<file path="src/scf_pkg.sv">
`timescale 1ns / 1ps

package scf_pkg;

    typedef enum logic [1:0] {
        KIND_CMD    = 2'd0,
        KIND_DATA7  = 2'd1,
        KIND_DATA14 = 2'd2,
        KIND_EOF    = 2'd3
    } kind_t;

    localparam int CFG_INDEX_W = 3;
    localparam int CFG_DATA_W  = 8;

    typedef enum logic [CFG_INDEX_W-1:0] {
        REG_CRC_ENABLE      = 3'd0,
        REG_DEVICE_NUMBER   = 3'd1,
        REG_COMPACT_NUMBER  = 3'd2,
        REG_HEADER_BYTE     = 3'd3,
        REG_CRC_POLYNOMIAL  = 3'd4
    } reg_index_t;

    localparam logic [7:0] MASK7 = 8'h7F;

    localparam logic       RST_CRC_ENABLE     = 1'b0;
    localparam logic [6:0] RST_DEVICE_NUMBER  = 7'd12;
    localparam logic [6:0] RST_COMPACT_NUMBER = 7'd12;
    localparam logic [7:0] RST_HEADER_BYTE    = 8'hAA;
    localparam logic [7:0] RST_CRC_POLYNOMIAL = 8'h91;

    typedef struct packed {
        logic       crc_enable;
        logic [6:0] device_number;
        logic [6:0] compact_device_number;
        logic [7:0] header_byte;
        logic [7:0] crc_polynomial;
    } cfg_t;

    typedef struct packed {
        logic       busy;
        logic [1:0] byte_idx;
    } status_t;

    // reflected CRC update over one byte
    function automatic logic [7:0] crc7_fold(
        input logic [7:0] crc,
        input logic [7:0] data,
        input logic [7:0] poly
    );
        logic [7:0] c;
        c = crc ^ data;
        for (int k = 0; k < 8; k++) begin
            if (c[0])
            begin
                c = c ^ poly;
            end
            c = c >> 1;
        end
        return c;
    endfunction

endpackage

</file>
<file path="src/scf_ifs.sv">
`timescale 1ns / 1ps

interface scf_item_if;
    logic        valid;
    logic        ready;
    logic [1:0]  kind;
    logic [13:0] value;

    modport source (output valid, output kind, output value, input ready);
    modport sink   (input valid, input kind, input value, output ready);
endinterface

interface scf_byte_if;
    logic       valid;
    logic       ready;
    logic [7:0] tx_byte;
    logic       last_of_item;

    modport source (output valid, output tx_byte, output last_of_item, input ready);
    modport sink   (input valid, input tx_byte, input last_of_item, output ready);
endinterface

</file>
<file path="src/servo_command_framer_crc7.sv">
`timescale 1ns / 1ps
// An item is first held in the item registers; its first byte goes on to the output
// register once the output slot is free. Throughput: one byte per cycle on the output
// unless stalled; bytes: addressed command 3, 14-bit datum 2, EOF without CRC 0, others 1.
// The byte counter of the frame unit sets the rate; the next item is taken on the last byte.
// Reset: rst_n async low; clears CRC, control state and loads config defaults.

module servo_command_framer_crc7 (
    input  logic                             clk,
    input  logic                             rst_n,
    input  logic                             cfg_we,
    input  logic [scf_pkg::CFG_INDEX_W-1:0]  cfg_index,
    input  logic [scf_pkg::CFG_DATA_W-1:0]   cfg_wdata,
    scf_item_if.sink                         item,
    scf_byte_if.source                       tx
);

    scf_pkg::cfg_t    cfg;
    scf_pkg::status_t status;

    scf_cfg_regs u_cfg (
        .clk       (clk),
        .rst_n     (rst_n),
        .cfg_we    (cfg_we),
        .cfg_index (cfg_index),
        .cfg_wdata (cfg_wdata),
        .cfg       (cfg)
    );

    scf_frame_unit u_frame (
        .clk    (clk),
        .rst_n  (rst_n),
        .cfg    (cfg),
        .item   (item),
        .tx     (tx),
        .status (status)
    );

    a_idx_range: assert property (@(posedge clk) disable iff (!rst_n)
        status.byte_idx != 2'd3)
        else $error("byte index out of range");

    a_idle_idx: assert property (@(posedge clk) disable iff (!rst_n)
        !status.busy |-> status.byte_idx == 2'd0)
        else $error("byte index nonzero while idle");

    a_item_held: assert property (@(posedge clk) disable iff (!rst_n)
        status.busy && !item.ready |=> status.busy)
        else $error("item dropped before its bytes were sent");

    a_stall_no_adv: assert property (@(posedge clk) disable iff (!rst_n)
        tx.valid && !tx.ready |=> status.byte_idx == $past(status.byte_idx))
        else $error("byte index advanced while output stalled");

endmodule

</file>
<file path="src/scf_cfg_regs.sv">
`timescale 1ns / 1ps

module scf_cfg_regs (
    input  logic                             clk,
    input  logic                             rst_n,
    input  logic                             cfg_we,
    input  logic [scf_pkg::CFG_INDEX_W-1:0]  cfg_index,
    input  logic [scf_pkg::CFG_DATA_W-1:0]   cfg_wdata,
    output scf_pkg::cfg_t                    cfg
);

    scf_pkg::cfg_t cfg_reg;
    scf_pkg::cfg_t cfg_next;

    always_comb
    begin
        cfg_next = cfg_reg;
        if (cfg_we)
        begin
            case (cfg_index)
                scf_pkg::REG_CRC_ENABLE:     cfg_next.crc_enable            = cfg_wdata[0];
                scf_pkg::REG_DEVICE_NUMBER:  cfg_next.device_number         = cfg_wdata[6:0];
                scf_pkg::REG_COMPACT_NUMBER: cfg_next.compact_device_number = cfg_wdata[6:0];
                scf_pkg::REG_HEADER_BYTE:    cfg_next.header_byte           = cfg_wdata;
                scf_pkg::REG_CRC_POLYNOMIAL: cfg_next.crc_polynomial        = cfg_wdata;
                default: ;
            endcase
        end
    end

    always_ff @(posedge clk or negedge rst_n)
    begin
        if (!rst_n)
        begin
            cfg_reg.crc_enable            <= scf_pkg::RST_CRC_ENABLE;
            cfg_reg.device_number         <= scf_pkg::RST_DEVICE_NUMBER;
            cfg_reg.compact_device_number <= scf_pkg::RST_COMPACT_NUMBER;
            cfg_reg.header_byte           <= scf_pkg::RST_HEADER_BYTE;
            cfg_reg.crc_polynomial        <= scf_pkg::RST_CRC_POLYNOMIAL;
        end
        else
        begin
            cfg_reg <= cfg_next;
        end
    end

    assign cfg = cfg_reg;

endmodule

</file>
<file path="src/scf_frame_unit.sv">
`timescale 1ns / 1ps

module scf_frame_unit (
    input  logic              clk,
    input  logic              rst_n,
    input  scf_pkg::cfg_t     cfg,
    scf_item_if.sink          item,
    scf_byte_if.source        tx,
    output scf_pkg::status_t  status
);

    logic                 item_valid_reg;
    logic                 item_valid_next;
    scf_pkg::kind_t       kind_reg;
    logic [13:0]          value_reg;
    logic [1:0]           idx_reg;
    logic [1:0]           idx_next;
    logic [7:0]           crc_reg;
    logic [7:0]           crc_next;
    logic                 out_valid_reg;
    logic                 out_valid_next;
    logic [7:0]           out_byte_reg;
    logic                 out_last_reg;

    logic                 addressed;
    logic [1:0]           count;
    logic                 is_last;
    logic [7:0]           cur_byte;
    logic                 slot_free;
    logic                 adv;
    logic                 done;
    logic                 load;

    assign addressed = cfg.device_number != cfg.compact_device_number;

    always_comb
    begin
        count    = 2'd0;
        cur_byte = 8'h00;
        case (kind_reg)
            scf_pkg::KIND_CMD:
            begin
                count = addressed ? 2'd3 : 2'd1;
                if (!addressed)
                begin
                    cur_byte = value_reg[7:0];
                end
                else
                begin
                    case (idx_reg)
                        2'd0:    cur_byte = cfg.header_byte;
                        2'd1:    cur_byte = {1'b0, cfg.device_number};
                        default: cur_byte = value_reg[7:0] & scf_pkg::MASK7;
                    endcase
                end
            end
            scf_pkg::KIND_DATA7:
            begin
                count    = 2'd1;
                cur_byte = value_reg[7:0] & scf_pkg::MASK7;
            end
            scf_pkg::KIND_DATA14:
            begin
                count    = 2'd2;
                cur_byte = (idx_reg == 2'd0) ? (value_reg[7:0] & scf_pkg::MASK7)
                                             : {1'b0, value_reg[13:7]};
            end
            default:
            begin
                count    = cfg.crc_enable ? 2'd1 : 2'd0;
                cur_byte = crc_reg;
            end
        endcase
    end

    assign is_last   = idx_reg == (count - 2'd1);
    assign slot_free = !out_valid_reg || tx.ready;
    assign adv       = item_valid_reg && (count != 2'd0) && slot_free;
    assign done      = item_valid_reg && ((count == 2'd0) || (adv && is_last));
    assign item.ready = !item_valid_reg || done;
    assign load      = item.valid && item.ready;

    always_comb
    begin
        item_valid_next = item_valid_reg;
        if (load)
        begin
            item_valid_next = 1'b1;
        end
        else if (done)
        begin
            item_valid_next = 1'b0;
        end

        idx_next = idx_reg;
        if (done)
        begin
            idx_next = 2'd0;
        end
        else if (adv)
        begin
            idx_next = idx_reg + 2'd1;
        end

        // check byte itself is not folded; end of frame clears it when CRC is on
        crc_next = crc_reg;
        if (adv && cfg.crc_enable)
        begin
            if (kind_reg == scf_pkg::KIND_EOF)
            begin
                crc_next = 8'h00;
            end
            else
            begin
                crc_next = scf_pkg::crc7_fold(crc_reg, cur_byte, cfg.crc_polynomial);
            end
        end

        out_valid_next = out_valid_reg;
        if (slot_free)
        begin
            out_valid_next = adv;
        end
    end

    always_ff @(posedge clk or negedge rst_n)
    begin
        if (!rst_n)
        begin
            item_valid_reg <= 1'b0;
            idx_reg        <= 2'd0;
            crc_reg        <= 8'h00;
            out_valid_reg  <= 1'b0;
        end
        else
        begin
            item_valid_reg <= item_valid_next;
            idx_reg        <= idx_next;
            crc_reg        <= crc_next;
            out_valid_reg  <= out_valid_next;
        end
    end

    always_ff @(posedge clk)
    begin
        if (load)
        begin
            kind_reg  <= scf_pkg::kind_t'(item.kind);
            value_reg <= item.value;
        end
        if (adv)
        begin
            out_byte_reg <= cur_byte;
            out_last_reg <= is_last;
        end
    end

    assign tx.valid        = out_valid_reg;
    assign tx.tx_byte      = out_byte_reg;
    assign tx.last_of_item = out_last_reg;

    assign status.busy     = item_valid_reg;
    assign status.byte_idx = idx_reg;

endmodule

</file>
<file path="src/flat_wrapper.sv">
// flat-port wrapper written by rule: the top's interface ports become plain ports
module servo_command_framer_crc7_flat 
  (clk, rst_n, cfg_we, cfg_index, cfg_wdata, item_valid, item_kind, item_value, item_ready, tx_valid, tx_tx_byte, tx_last_of_item, tx_ready);
  scf_item_if item_i ();
  scf_byte_if tx_i ();
  input  logic clk;
  input  logic rst_n;
  input  logic cfg_we;
  input  logic [scf_pkg::CFG_INDEX_W-1:0] cfg_index;
  input  logic [scf_pkg::CFG_DATA_W-1:0] cfg_wdata;
  input wire logic [$bits(item_i.valid)-1:0] item_valid;
  input wire logic [$bits(item_i.kind)-1:0] item_kind;
  input wire logic [$bits(item_i.value)-1:0] item_value;
  output wire logic [$bits(item_i.ready)-1:0] item_ready;
  output wire logic [$bits(tx_i.valid)-1:0] tx_valid;
  output wire logic [$bits(tx_i.tx_byte)-1:0] tx_tx_byte;
  output wire logic [$bits(tx_i.last_of_item)-1:0] tx_last_of_item;
  input wire logic [$bits(tx_i.ready)-1:0] tx_ready;
  assign item_i.valid = item_valid;
  assign item_i.kind = item_kind;
  assign item_i.value = item_value;
  assign item_ready = item_i.ready;
  assign tx_valid = tx_i.valid;
  assign tx_tx_byte = tx_i.tx_byte;
  assign tx_last_of_item = tx_i.last_of_item;
  assign tx_i.ready = tx_ready;
  servo_command_framer_crc7 u_core (.clk(clk), .rst_n(rst_n), .cfg_we(cfg_we), .cfg_index(cfg_index), .cfg_wdata(cfg_wdata), .item(item_i), .tx(tx_i));
endmodule
</file>
<file path="config.mk">
export PLATFORM = sky130hd
export DESIGN_NAME = servo_command_framer_crc7_flat
export DESIGN_NICKNAME = d
export VERILOG_FILES = /design/src/scf_pkg.sv /design/src/scf_ifs.sv /design/src/servo_command_framer_crc7.sv /design/src/scf_cfg_regs.sv /design/src/scf_frame_unit.sv /design/src/flat_wrapper.sv
export SDC_FILE = /design/constraint.sdc
export NUM_CORES = 1
export LEC_CHECK = 0
export ABC_AREA = 1
export BUFFER_PORTS_ARGS = -buffer_cell sky130_fd_sc_hd__buf_2
export CAP_MARGIN = 20
export CORE_UTILIZATION = 60
export CTS_CLUSTER_SIZE = 40
export DETAILED_ROUTE_END_ITERATION = 6
export PLACE_DENSITY = 0.81
export SYNTH_ARGS = -nofsm -noshare
export SYNTH_HDL_FRONTEND = slang
export SYNTH_SLANG_ARGS = --single-unit
</file>
<file path="constraint.sdc">
create_clock -name clk -period 4.7 [get_ports clk]
set_clock_uncertainty 0.15 [all_clocks]
set_input_delay 0.47 -clock clk [delete_from_list [all_inputs] [get_ports clk]]
set_output_delay 0.47 -clock clk [all_outputs]
set_load 0.01 [all_outputs]
</file>
* Yosys cells after proc, flatten, opt, wreduce, memory -nomap -nowiden
Index checks and enable logic that the tools add are counted.
Widths: inputs -> output; s select.
** Storage, ports and cells
- Register bits after elaboration :: 68
- Input port bits :: 32
- Output and inout port bits :: 11
- Word-level logic and storage cells :: 91
** Cells by class
- Add/subtract/negate cells :: 2
- Eq/ne operators :: 10
- Mux-type cells :: 34
- Bitwise gates (word level) :: 9
- Reductions and logical operators :: 23
** Operators by type and width (count)
- $mux 8 :: 23
- $xor 7x8->8 :: 7
- $pmux 8 s3 :: 1
- $pmux 8 s2 :: 1
- $xor 8x8->8 :: 2
- $mux 7 :: 2
- $reduce_and 2->1 :: 5
- $ne 7x7->1 :: 1
- $eq 3x2->1 const B :: 2
- $logic_and 1x1->1 :: 6
- $logic_not 2->1 :: 3
- $mux 2 :: 3
- $pmux 2 s3 :: 1
- $reduce_bool 2->1 :: 3
- $eq 2x1->1 const B :: 2
- $eq 2x2->1 const B :: 2
- $eq 3x1->1 const B :: 1
- $eq 3x3->1 const B :: 1
- $logic_not 3->1 :: 1
- $logic_or 1x1->1 :: 3
- $mux 1 :: 3
- $add 2x1->2 const B :: 1
- $eq 2x2->1 :: 1
- $logic_not 1->1 :: 2
- $sub 2x1->2 const B :: 1

* Depth between registers and ports, before layout
Gate-level depths: netlist of the first run.
- Depth after elaboration :: 36
- Mapped depth :: 39
- Depth with buffers taken out :: 37

* Modules after synthesis
Synthesis of the first run repeated with hierarchy kept, for this count alone.
** Second synthesis, totals
- Cells, all modules :: 653
- Area total of the unflattened synthesis :: 4610.7 µm²
** Modules (own cells, without submodules)
- scf_frame_unit :: instances 1, cells an instance 508, area an instance 3304.4 µm², seq. area each 1026.0 µm²
- scf_cfg_regs :: instances 1, cells an instance 145, area an instance 1306.3 µm², seq. area each 789.5 µm²

* Worst setup path after synthesis of the first run
Ideal clock, no wire load.
- Path kind :: register to register
- From :: register u_core.u_frame.idx_reg[0]
- To :: register u_core.u_frame.crc_reg[3]
- Library setup time :: 0.117 ns
- Arrival time :: 3.481 ns
- Required time :: 4.433 ns
- Setup slack :: 0.953 ns
- Stages on the path, launching flop included :: 37
- Buffers on the path :: 3
- Clock period less this slack :: 3.747 ns
- Path through :: dfrtp_1 > inv_1 > ha_1 > buf_2 > nor2_4 > inv_2 > nor2_1 > nor2_1 > o21bai_4 > nand3_2 > nand3_1 > nand2_4 > nand2_1 > nand2_1 > nand2_2 > buf_6 > o21ai_2 > nand2_2 > nor2_1 > nor2_4 > nand3_2 > nand3_2 > nand2_4 > inv_2 > nor2_8 > nand2_2 > nor2_1 > inv_1 > nand2_1 > nand2_1 > nand2_2 > buf_6 > nand2_1 > nand2_1 > nand2_1 > nand2_1 > nand2_1
** On the way
- Longest elaborated chain between the ends :: 35
- Elaborated cells between the ends (all ways) :: 38
- Those cells by class :: eq/ne: 1; mux: 27; bitwise: 9; reduce/logical: 1
** Ends and longest elaborated chain
- from (decl) :: RTL line scf_frame_unit.sv:16 : logic [1:0] idx_reg;
- from (signal assigned) :: RTL line scf_frame_unit.sv:138 : idx_reg <= idx_next;
- $eq 2x1->1 or $logic_not 2->1 (tied branches) :: RTL line scf_frame_unit.sv:50, scf_frame_unit.sv:65
- $pmux 8 s2 :: RTL line scf_frame_unit.sv:50 : case (idx_reg)
- $mux 8 :: RTL line scf_frame_unit.sv:44 : if (!addressed)
- $pmux 8 s3 * :: RTL line scf_frame_unit.sv:40 : case (kind_reg)
- $xor 8x8->8 * :: RTL line scf_pkg.sv:51 : c = crc ^ data;
- $xor 8x8->8 :: RTL line scf_pkg.sv:55 : c = c ^ poly;
- $mux 8 * :: RTL line scf_pkg.sv:53 : if (c[0])
- $mux 8 * :: RTL line scf_frame_unit.sv:109 : if (kind_reg == scf_pkg::KIND_EOF)
- [... 19 more ...]
- $mux 8 * :: RTL line scf_frame_unit.sv:107 : if (adv && cfg.crc_enable)
- $xor 7x8->8 or $mux 8 (tied branches) :: RTL line scf_pkg.sv:55, scf_frame_unit.sv:107
- $mux 8 * :: RTL line scf_pkg.sv:53
- $mux 8 * :: RTL line scf_frame_unit.sv:109
- $mux 8 * :: RTL line scf_frame_unit.sv:107
- $xor 7x8->8 or $mux 8 (tied branches) :: RTL line scf_pkg.sv:55, scf_frame_unit.sv:107
- $mux 8 * :: RTL line scf_pkg.sv:53
- $mux 7 * :: RTL line scf_frame_unit.sv:109
- to (signal assigned) :: RTL line scf_frame_unit.sv:139 : crc_reg <= crc_next;
- to (decl) :: RTL line scf_frame_unit.sv:18 : logic [7:0] crc_reg;
Every way passes the cells marked *; elsewhere a longest branch is shown, timed or not. The select of a mux whose other input is x is not followed.
A chain may end at the register's enable or synchronous reset.

* Worst setup path after layout of the first run
- From :: register u_core.u_frame.idx_reg[0]
- To :: register u_core.u_frame.crc_reg[0]
** On the way
- Longest elaborated chain between the ends :: 35
- Elaborated cells between the ends (all ways) :: 38
- Those cells by class :: eq/ne: 1; mux: 27; bitwise: 9; reduce/logical: 1
** Ends and longest elaborated chain (RTL line)
- $eq 2x1->1 or $logic_not 2->1 (tied branches) :: scf_frame_unit.sv:50, scf_frame_unit.sv:65
- $pmux 8 s2 :: scf_frame_unit.sv:50
- $mux 8 :: scf_frame_unit.sv:44
- $pmux 8 s3 * :: scf_frame_unit.sv:40
- $xor 8x8->8 * :: scf_pkg.sv:51
- $xor 8x8->8 :: scf_pkg.sv:55
- $mux 8 * :: scf_pkg.sv:53
- $mux 8 * :: scf_frame_unit.sv:109
- [... 19 more ...]
- $mux 8 * :: scf_frame_unit.sv:107
- $xor 7x8->8 or $mux 8 (tied branches) :: scf_pkg.sv:55, scf_frame_unit.sv:107
- $mux 8 * :: scf_pkg.sv:53
- $mux 8 * :: scf_frame_unit.sv:109
- $mux 8 * :: scf_frame_unit.sv:107
- $xor 7x8->8 or $mux 8 (tied branches) :: scf_pkg.sv:55, scf_frame_unit.sv:107
- $mux 8 * :: scf_pkg.sv:53
- $mux 7 * :: scf_frame_unit.sv:109
Marks and branches as above.

==> results.py, run 1 <==
metrics = {
    "drt": {
        "vias": 4124,
        "first_iter_violations": 324,
        "route.detailed.wl_per_inst_microns": 13.1,
        "vias_per_cell": 5.33,
        "dr.pass1.iters": 5,
        "detail-route-antenna-nets": 0,
        "routed_wl_microns": 10100,
        "drc": 0,
    },
    "cts": {
        "clk_pin_slew_worst_paths_ns": 0.07,
        "cts_buffer_depth": 2,
        "clk_latency_ns": 0.36,
        "cts.sinks": 66,
        "cts_max_level": 3,
        "cts_tree": "done",
        "hold_buffers": 0,
        "cts_root_buf": "clkbuf_8",
        "cts-buffers-inserted": 9,
    },
    "floorplan": {
        "die_w_microns": 87.8,
        "row_count": 30,
        "die_h_microns": 87.8,
        "ioPinCount": 43,
        "core-area_sq_um": 6940,
        "die_area_sq_um": 7720,
        "start_util_pct": 63.7,
    },
    "synthesis": {
        "syn-num-nets": 668,
        "netlist_instances": 633,
        "ys_seq_elements": 66,
        "syn_avg_cell_area_sq_um": 6.99,
        "ys.warnings.count": 0,
        "ys_types": 35,
        "syn-cell-area_sq_um": 4420,
        "async_flop_share_pct": 62.1,
        "synth-seq-area-share_pct": 40.5,
        "ys.flop_type": "dfrtp_1",
        "synth_edf_count": 25,
    },
    "worst_setup_path": {
        "cp.depth": 32,
        "required_ns": 4.79,
        "endpoint_kind": "flip-flop",
        "crit_path_frequent_cell": "nand2_1",
        "max_stage_delay_ns": 0.41,
        "setup.worst_path.class": "flip-flop to flip-flop",
        "cp_max_fo": 12,
        "critPathSlowestCell": "dfrtp_1",
        "crit_path_start_kind": "flip-flop",
        "critPathTopFamily": "simple AND/OR/NAND/NOR gates",
        "rr_worst_depth": 32,
        "path_buf_inv": 4,
        "critPathArrivalTime_ns": 4.34,
    },
    "global_routing": {
        "grt_max_degree": 42,
        "grt_pass1_wl_microns": 17000,
        "use_met1_pct": 37.1,
        "met2_usage_pct": 49.1,
        "busiest_layer": "met2",
        "grt_pass1_vias": 3823,
        "use_met3_pct": 6.03,
        "overflow": 0,
        "grt_usage_pct": 29.0,
        "antenna_found_initial": 0,
    },
    "timing": {
        "worst_pin_slew_ns": 0.900,
        "slew_violations": 0,
        "relSlewSlack_pct": 40.0,
        "rsz0062_at_grt": "no",
        "finalSetupViolCount": 0,
        "fmax_ghz": 0.235,
        "fin_tns_setup_ns": 0,
        "min_period_ns": 4.25,
        "fin_crit_sh_pct": 90.4,
        "whs_ns": 0.0787,
        "hold_viol": 0,
    },
    "finish": {
        "area_delta_synth_final_pct": 11.7,
        "layout-drive-gt1-share_pct": 16.5,
        "finalNetCount": 708,
        "diodes": 0,
        "nFillCells": 584,
        "largest_reg_flops": 30,
    },
    "pwr": {
        "p_leak_nw": 2.52,
        "pwr-share-clk_pct": 11.2,
        "p_switching_mw": 2.07,
        "peakVddDrop_mv": 0.332,
        "seq_power_share_pct": 23.5,
        "power.internal_mw": 1.95,
        "combPwrFrac_pct": 65.3,
        "power.density_nw_per_um2": 813,
        "switching_share_pct": 51.5,
    },
    "placed_design": {
        "dp_hpwl_microns": 7600,
        "portBuffers": 42,
        "place_congestion": 0.897,
    },
    "status": {
        "status": "finished, final reports clean",
    },
    "worst_hold_path": {
        "hold_path.class": "input pin to async pin",
    },
    "job": {
        "drv_cap": 0,
    },
}
synth_stat cells (all sizes together) (2+ instances only):
cell	n	share of area, %
a211oi	5	0.85
nand2	234	21
nand3b	3	0.51
dfstp	10	5.9
dfrtp	31	18
inv	85	7.2
clkbuf	5	0.42
xnor2	12	2.4
buf	11	1.5
ha	3	0.85
o21ai	55	6.3
edfxtp	25	17
a21oi	15	1.7
nand3	57	7.1
o21bai	2	0.59
xor2	10	2.0
nand4	2	0.28
nor2	63	6.3
power groups by stage:
stage                     clock, mW  combinational [mW]  sequential (mW)
after floorplan                   0                2.07            0.909
after global placement            0                2.39            0.944
after detailed placement          0                2.46            0.948
after CTS                     0.456                2.48            0.937
after global routing          0.475                2.97            0.964
final                         0.450                2.62            0.942
per-layer routing:
metal  part of all wire [%]  vias to the layer above
met4                    2.0                        0
met3                    6.0                       28
met1                     44                     1865
met2                     48                      147
met5                      0                        -
li1                       -                     2084
worst register-to-register path, delay by kind of cell (launching register included):
| kind | cells | cell delay (ns) |
|---|---|---|
| compound gates | 1 | 0.16 |
| xor+xnor | 1 | 0.25 |
| fa+ha+maj | 1 | 0.19 |
| buf+inv | 4 | 0.32 |
| flops | 1 | 0.41 |
| simple gates | 25 | 2.63 |
stage by stage:
step / std cells / instance area [sq um] / setup slack, ns / power, mW / utilization, %
floorplan: 633 / 4420 / 0.953 / 2.98 / -
global placement: 757 / 4680 / 0.426 / 3.34 / 67.4
detailed placement: 757 / 4680 / 0.252 / 3.41 / 67.4
CTS: 773 / 4870 / 0.215 / 3.87 / 70.1
global route: 774 / 4940 / 0.0108 / 4.41 / 71.1
finish: 774 / 4940 / 0.452 / 4.01 / 71.1
area by class of cell:
type / count / area [sq um] / share of cell area [%]
repair buffers: 45 / 249 / 5.04
flip-flops and latches: 66 / 1790 / 36.2
inverters: 86 / 323 / 6.53
well taps: 96 / 120 / 2.43
multi-input cells: 465 / 2270 / 46.0
clock buffers: 11 / 153 / 3.09
clock inverters: 5 / 33.8 / 0.684
final timing paths:
kind                       slack [ns]                             to                 startpoint
hold / removal                   0.08  u_core.u_frame.item_valid_reg                      rst_n
max in group asynchronous        3.74            u_core.u_cfg.cfg[2]                      rst_n
hold reg to reg                  0.34           u_core.u_cfg.cfg[15]       u_core.u_cfg.cfg[15]
setup / recovery                 0.45      u_core.u_frame.crc_reg[0]  u_core.u_frame.idx_reg[0]
setup reg to reg                 0.45      u_core.u_frame.crc_reg[0]  u_core.u_frame.idx_reg[0]
min in group clk                 0.14    u_core.u_frame.value_reg[6]              item_value[6]
placed cells by master (no fill, tap or decap), drive strengths merged, types with 10 or more instances in the layout:
cell type and instances:
nand3 57, nor2 63, nand2 234, edfxtp 25
o21ai 55, xor2 10, dfrtp 31, clkbuf 11
xnor2 12, buf 45, inv 88, a21oi 15
dfstp 10
kinds of logic after synthesis:
kind of cell / share of synthesized area [%]
buffers and inverters: 9.22
adders and majority gates: 0.849
and+or+nand+nor: 35.1
DFF: 40.5
xor gates and xnor gates: 4.36
AOI/OAI and AO/OA: 9.96
what timing repair did:
item / 4_1_cts / 5_1_grt
setup buffers: 0 / 1
gates resized for setup: 0 / 12
endpoints found under the setup margin: 0 / 7
No activity file was read; power rests on OpenSTA's default activity.
==> run 2, diff against run 1 <==
--- a/config.mk
+++ b/config.mk
@@ -7,11 +7,12 @@
 export LEC_CHECK = 0
 export ABC_AREA = 1
 export BUFFER_PORTS_ARGS = -buffer_cell sky130_fd_sc_hd__buf_2
-export CAP_MARGIN = 20
-export CORE_UTILIZATION = 60
+export CELL_PAD_IN_SITES_DETAIL_PLACEMENT = 0
+export CELL_PAD_IN_SITES_GLOBAL_PLACEMENT = 1
+export CORE_UTILIZATION = 43
 export CTS_CLUSTER_SIZE = 40
 export DETAILED_ROUTE_END_ITERATION = 6
-export PLACE_DENSITY = 0.81
+export PLACE_DENSITY_LB_ADDON = 0.1
 export SYNTH_ARGS = -nofsm -noshare
 export SYNTH_HDL_FRONTEND = slang
 export SYNTH_SLANG_ARGS = --single-unit
==> results.py, run 2 (synthesis results as in run 1) <==
metrics = {
    "drt": {
        "met2_wirelength_microns": 4940,
        "met1Wirelength_microns": 5410,
        "dr.pass1.iters": 5,
        "first_iter_violations": 184,
        "routed_wl_microns": 10900,
        "detail-route-antenna-nets": 0,
        "vias": 4000,
        "wl_met3_microns": 489,
        "route.detailed.wl_per_inst_microns": 13.4,
        "top_layer": "met4",
        "drc": 0,
        "vias_per_cell": 4.90,
    },
    "timing": {
        "fmax_ghz": 0.235,
        "slew_violations": 0,
        "hold_viol": 0,
        "finalSetupViolCount": 0,
        "min_period_ns": 4.26,
        "worst_pin_slew_ns": 0.967,
        "relSlewSlack_pct": 35.5,
        "fin_crit_sh_pct": 90.6,
    },
    "finish": {
        "finalNetCount": 713,
        "diodes": 0,
        "final_cell_mix": "nand2_1 (218), inv_1 (77), nor2_1 (53), nand3_1 (51), o21ai_0 (50)",
        "largest_reg_flops": 30,
        "fin_util_pct": 51.0,
        "final_common_cell": "nand2_1",
        "area_delta_synth_final_pct": 13.8,
        "layout-drive-gt1-share_pct": 17.4,
    },
    "cts": {
        "hold_buffers": 0,
        "clk_pin_slew_worst_paths_ns": 0.08,
        "cts.sinks": 66,
        "clk_latency_ns": 0.35,
        "cts-buffers-inserted": 9,
        "cts_tree": "done",
        "cts_buffer_depth": 2,
        "cts_root_buf": "clkbuf_8",
        "cts_max_level": 3,
    },
    "global_routing": {
        "grt_pass1_wl_microns": 17800,
        "grt_max_degree": 42,
        "grt_usage_pct": 22.3,
        "overflow": 0,
        "grt_pass1_vias": 3606,
        "antenna_found_initial": 0,
    },
    "floorplan": {
        "core-area_sq_um": 9860,
        "start_util_pct": 44.8,
        "die_w_microns": 103,
        "ioPinCount": 43,
        "die_h_microns": 103,
        "row_count": 36,
        "die_area_sq_um": 10700,
    },
    "worst_setup_path": {
        "critPathTopFamily": "simple AND/OR/NAND/NOR gates",
        "worst-r2r-setup-slack_ns": 0.44,
        "timing.rr.start": "u_core.u_frame.idx_reg[1]",
        "cp_max_fo": 6,
        "setup.worst_path.class": "flip-flop to flip-flop",
        "crit_path_start_kind": "flip-flop",
        "crit_path_frequent_cell": "nand2_1",
        "rr_worst_depth": 31,
        "endpoint_kind": "flip-flop",
        "critPathArrivalTime_ns": 4.34,
        "r2r-end": "u_core.u_frame.crc_reg[1]",
        "critPathSlowestCell": "dfrtp_1",
        "required_ns": 4.78,
        "max_stage_delay_ns": 0.40,
        "path_buf_inv": 4,
    },
    "status": {
        "status": "finished, final reports clean",
    },
    "pwr": {
        "peakVddDrop_mv": 0.364,
        "p_leak_nw": 2.56,
        "power.density_nw_per_um2": 823,
        "power_mw": 4.14,
    },
    "worst_hold_path": {
        "hold_path.class": "input pin to async pin",
    },
    "placed_design": {
        "portBuffers": 42,
        "place_congestion": 0.802,
        "dp_hpwl_microns": 8310,
    },
    "job": {
        "drv_cap": 0,
    },
}
-- run 2: cell types whose count changed in the layout (fill, tap and decap cells not counted), sizes merged --
cell / previous run / this run
buf: 45 / 49
bufinv: 0 / 1
clkinvlp: 1 / 0
nand2: 234 / 235
-- run 2: repair_timing --
| item | in CTS | in global routing |
|---|---|---|
| buffers inserted | 0 | 2 |
| gates resized for setup | 0 | 14 |
| endpoints found under the setup margin | 0 | 7 |
-- run 2: how the worst max path moves through the flow --
stage | slack, ns | end | depth (start not counted) | from
2_1_floorplan | 0.95 | u_core.u_frame.crc_reg[3] | 36 | u_core.u_frame.idx_reg[0]
3_3_place_gp | 0.51 | u_core.u_frame.crc_reg[1] | 34 | u_core.u_frame.idx_reg[0]
3_5_place_dp | 0.35 | u_core.u_frame.crc_reg[1] | 34 | u_core.u_frame.idx_reg[0]
4_1_cts | 0.33 | u_core.u_frame.crc_reg[1] | 36 | u_core.u_frame.idx_reg[0]
5_1_grt | -0.01 | u_core.u_frame.crc_reg[1] | 37 | u_core.u_frame.idx_reg[0]
6_report | 0.44 | u_core.u_frame.crc_reg[1] | 31 | u_core.u_frame.idx_reg[1]
-- run 2: layout make-up --
cell class / count / area (sq um)
clock buffers: 11 / 151
inverters: 86 / 323
clock inverters: 5 / 58.8
multi-input cells: 466 / 2280
repair buffers: 49 / 267
flip-flops and latches: 66 / 1790
well taps: 133 / 166
fillers: 996 / 4830
-- run 2: worst reg2reg max path, delay by kind of cell, from the launching register on --
kind / cells / cell delay, ns
flops: 1 / 0.40
fa+ha+maj: 1 / 0.32
compound gates: 3 / 0.57
buf+inv: 4 / 0.36
xor+xnor: 1 / 0.29
simple gates: 22 / 2.05
-- run 2: metrics by stage --
| step | hold WS (ns) | setup TNS [ns] | area [sq um] | cells | worst slack (ns) |
|---|---|---|---|---|---|
| 6_report | 0.122 | 0 | 5030 | 816 | 0.443 |
| 5_1_grt | 0.129 | -0.0116 | 5030 | 816 | -0.0116 |
| 4_1_cts | 0.131 | 0 | 4960 | 813 | 0.326 |
| 3_5_place_dp | 0.327 | 0 | 4750 | 797 | 0.353 |
| 3_3_place_gp | 0.320 | 0 | 4750 | 797 | 0.512 |
| 2_1_floorplan | 0.0244 | 0 | 4420 | 633 | 0.953 |
-- run 2: routing by layer --
metal,vias up,GRT usage [%]
met4,0,5.20
met5,-,0
met2,85,35.5
met3,12,4.57
li1,2086,-
met1,1817,31.1
-- run 2: power by group --
part           switching [mW]  leakage (nW)  internal (mW)
Sequential              0.135         0.728          0.804
Combinational            1.77          1.72          0.934
Clock                   0.228         0.111          0.277
Total                    2.13          2.56           2.01
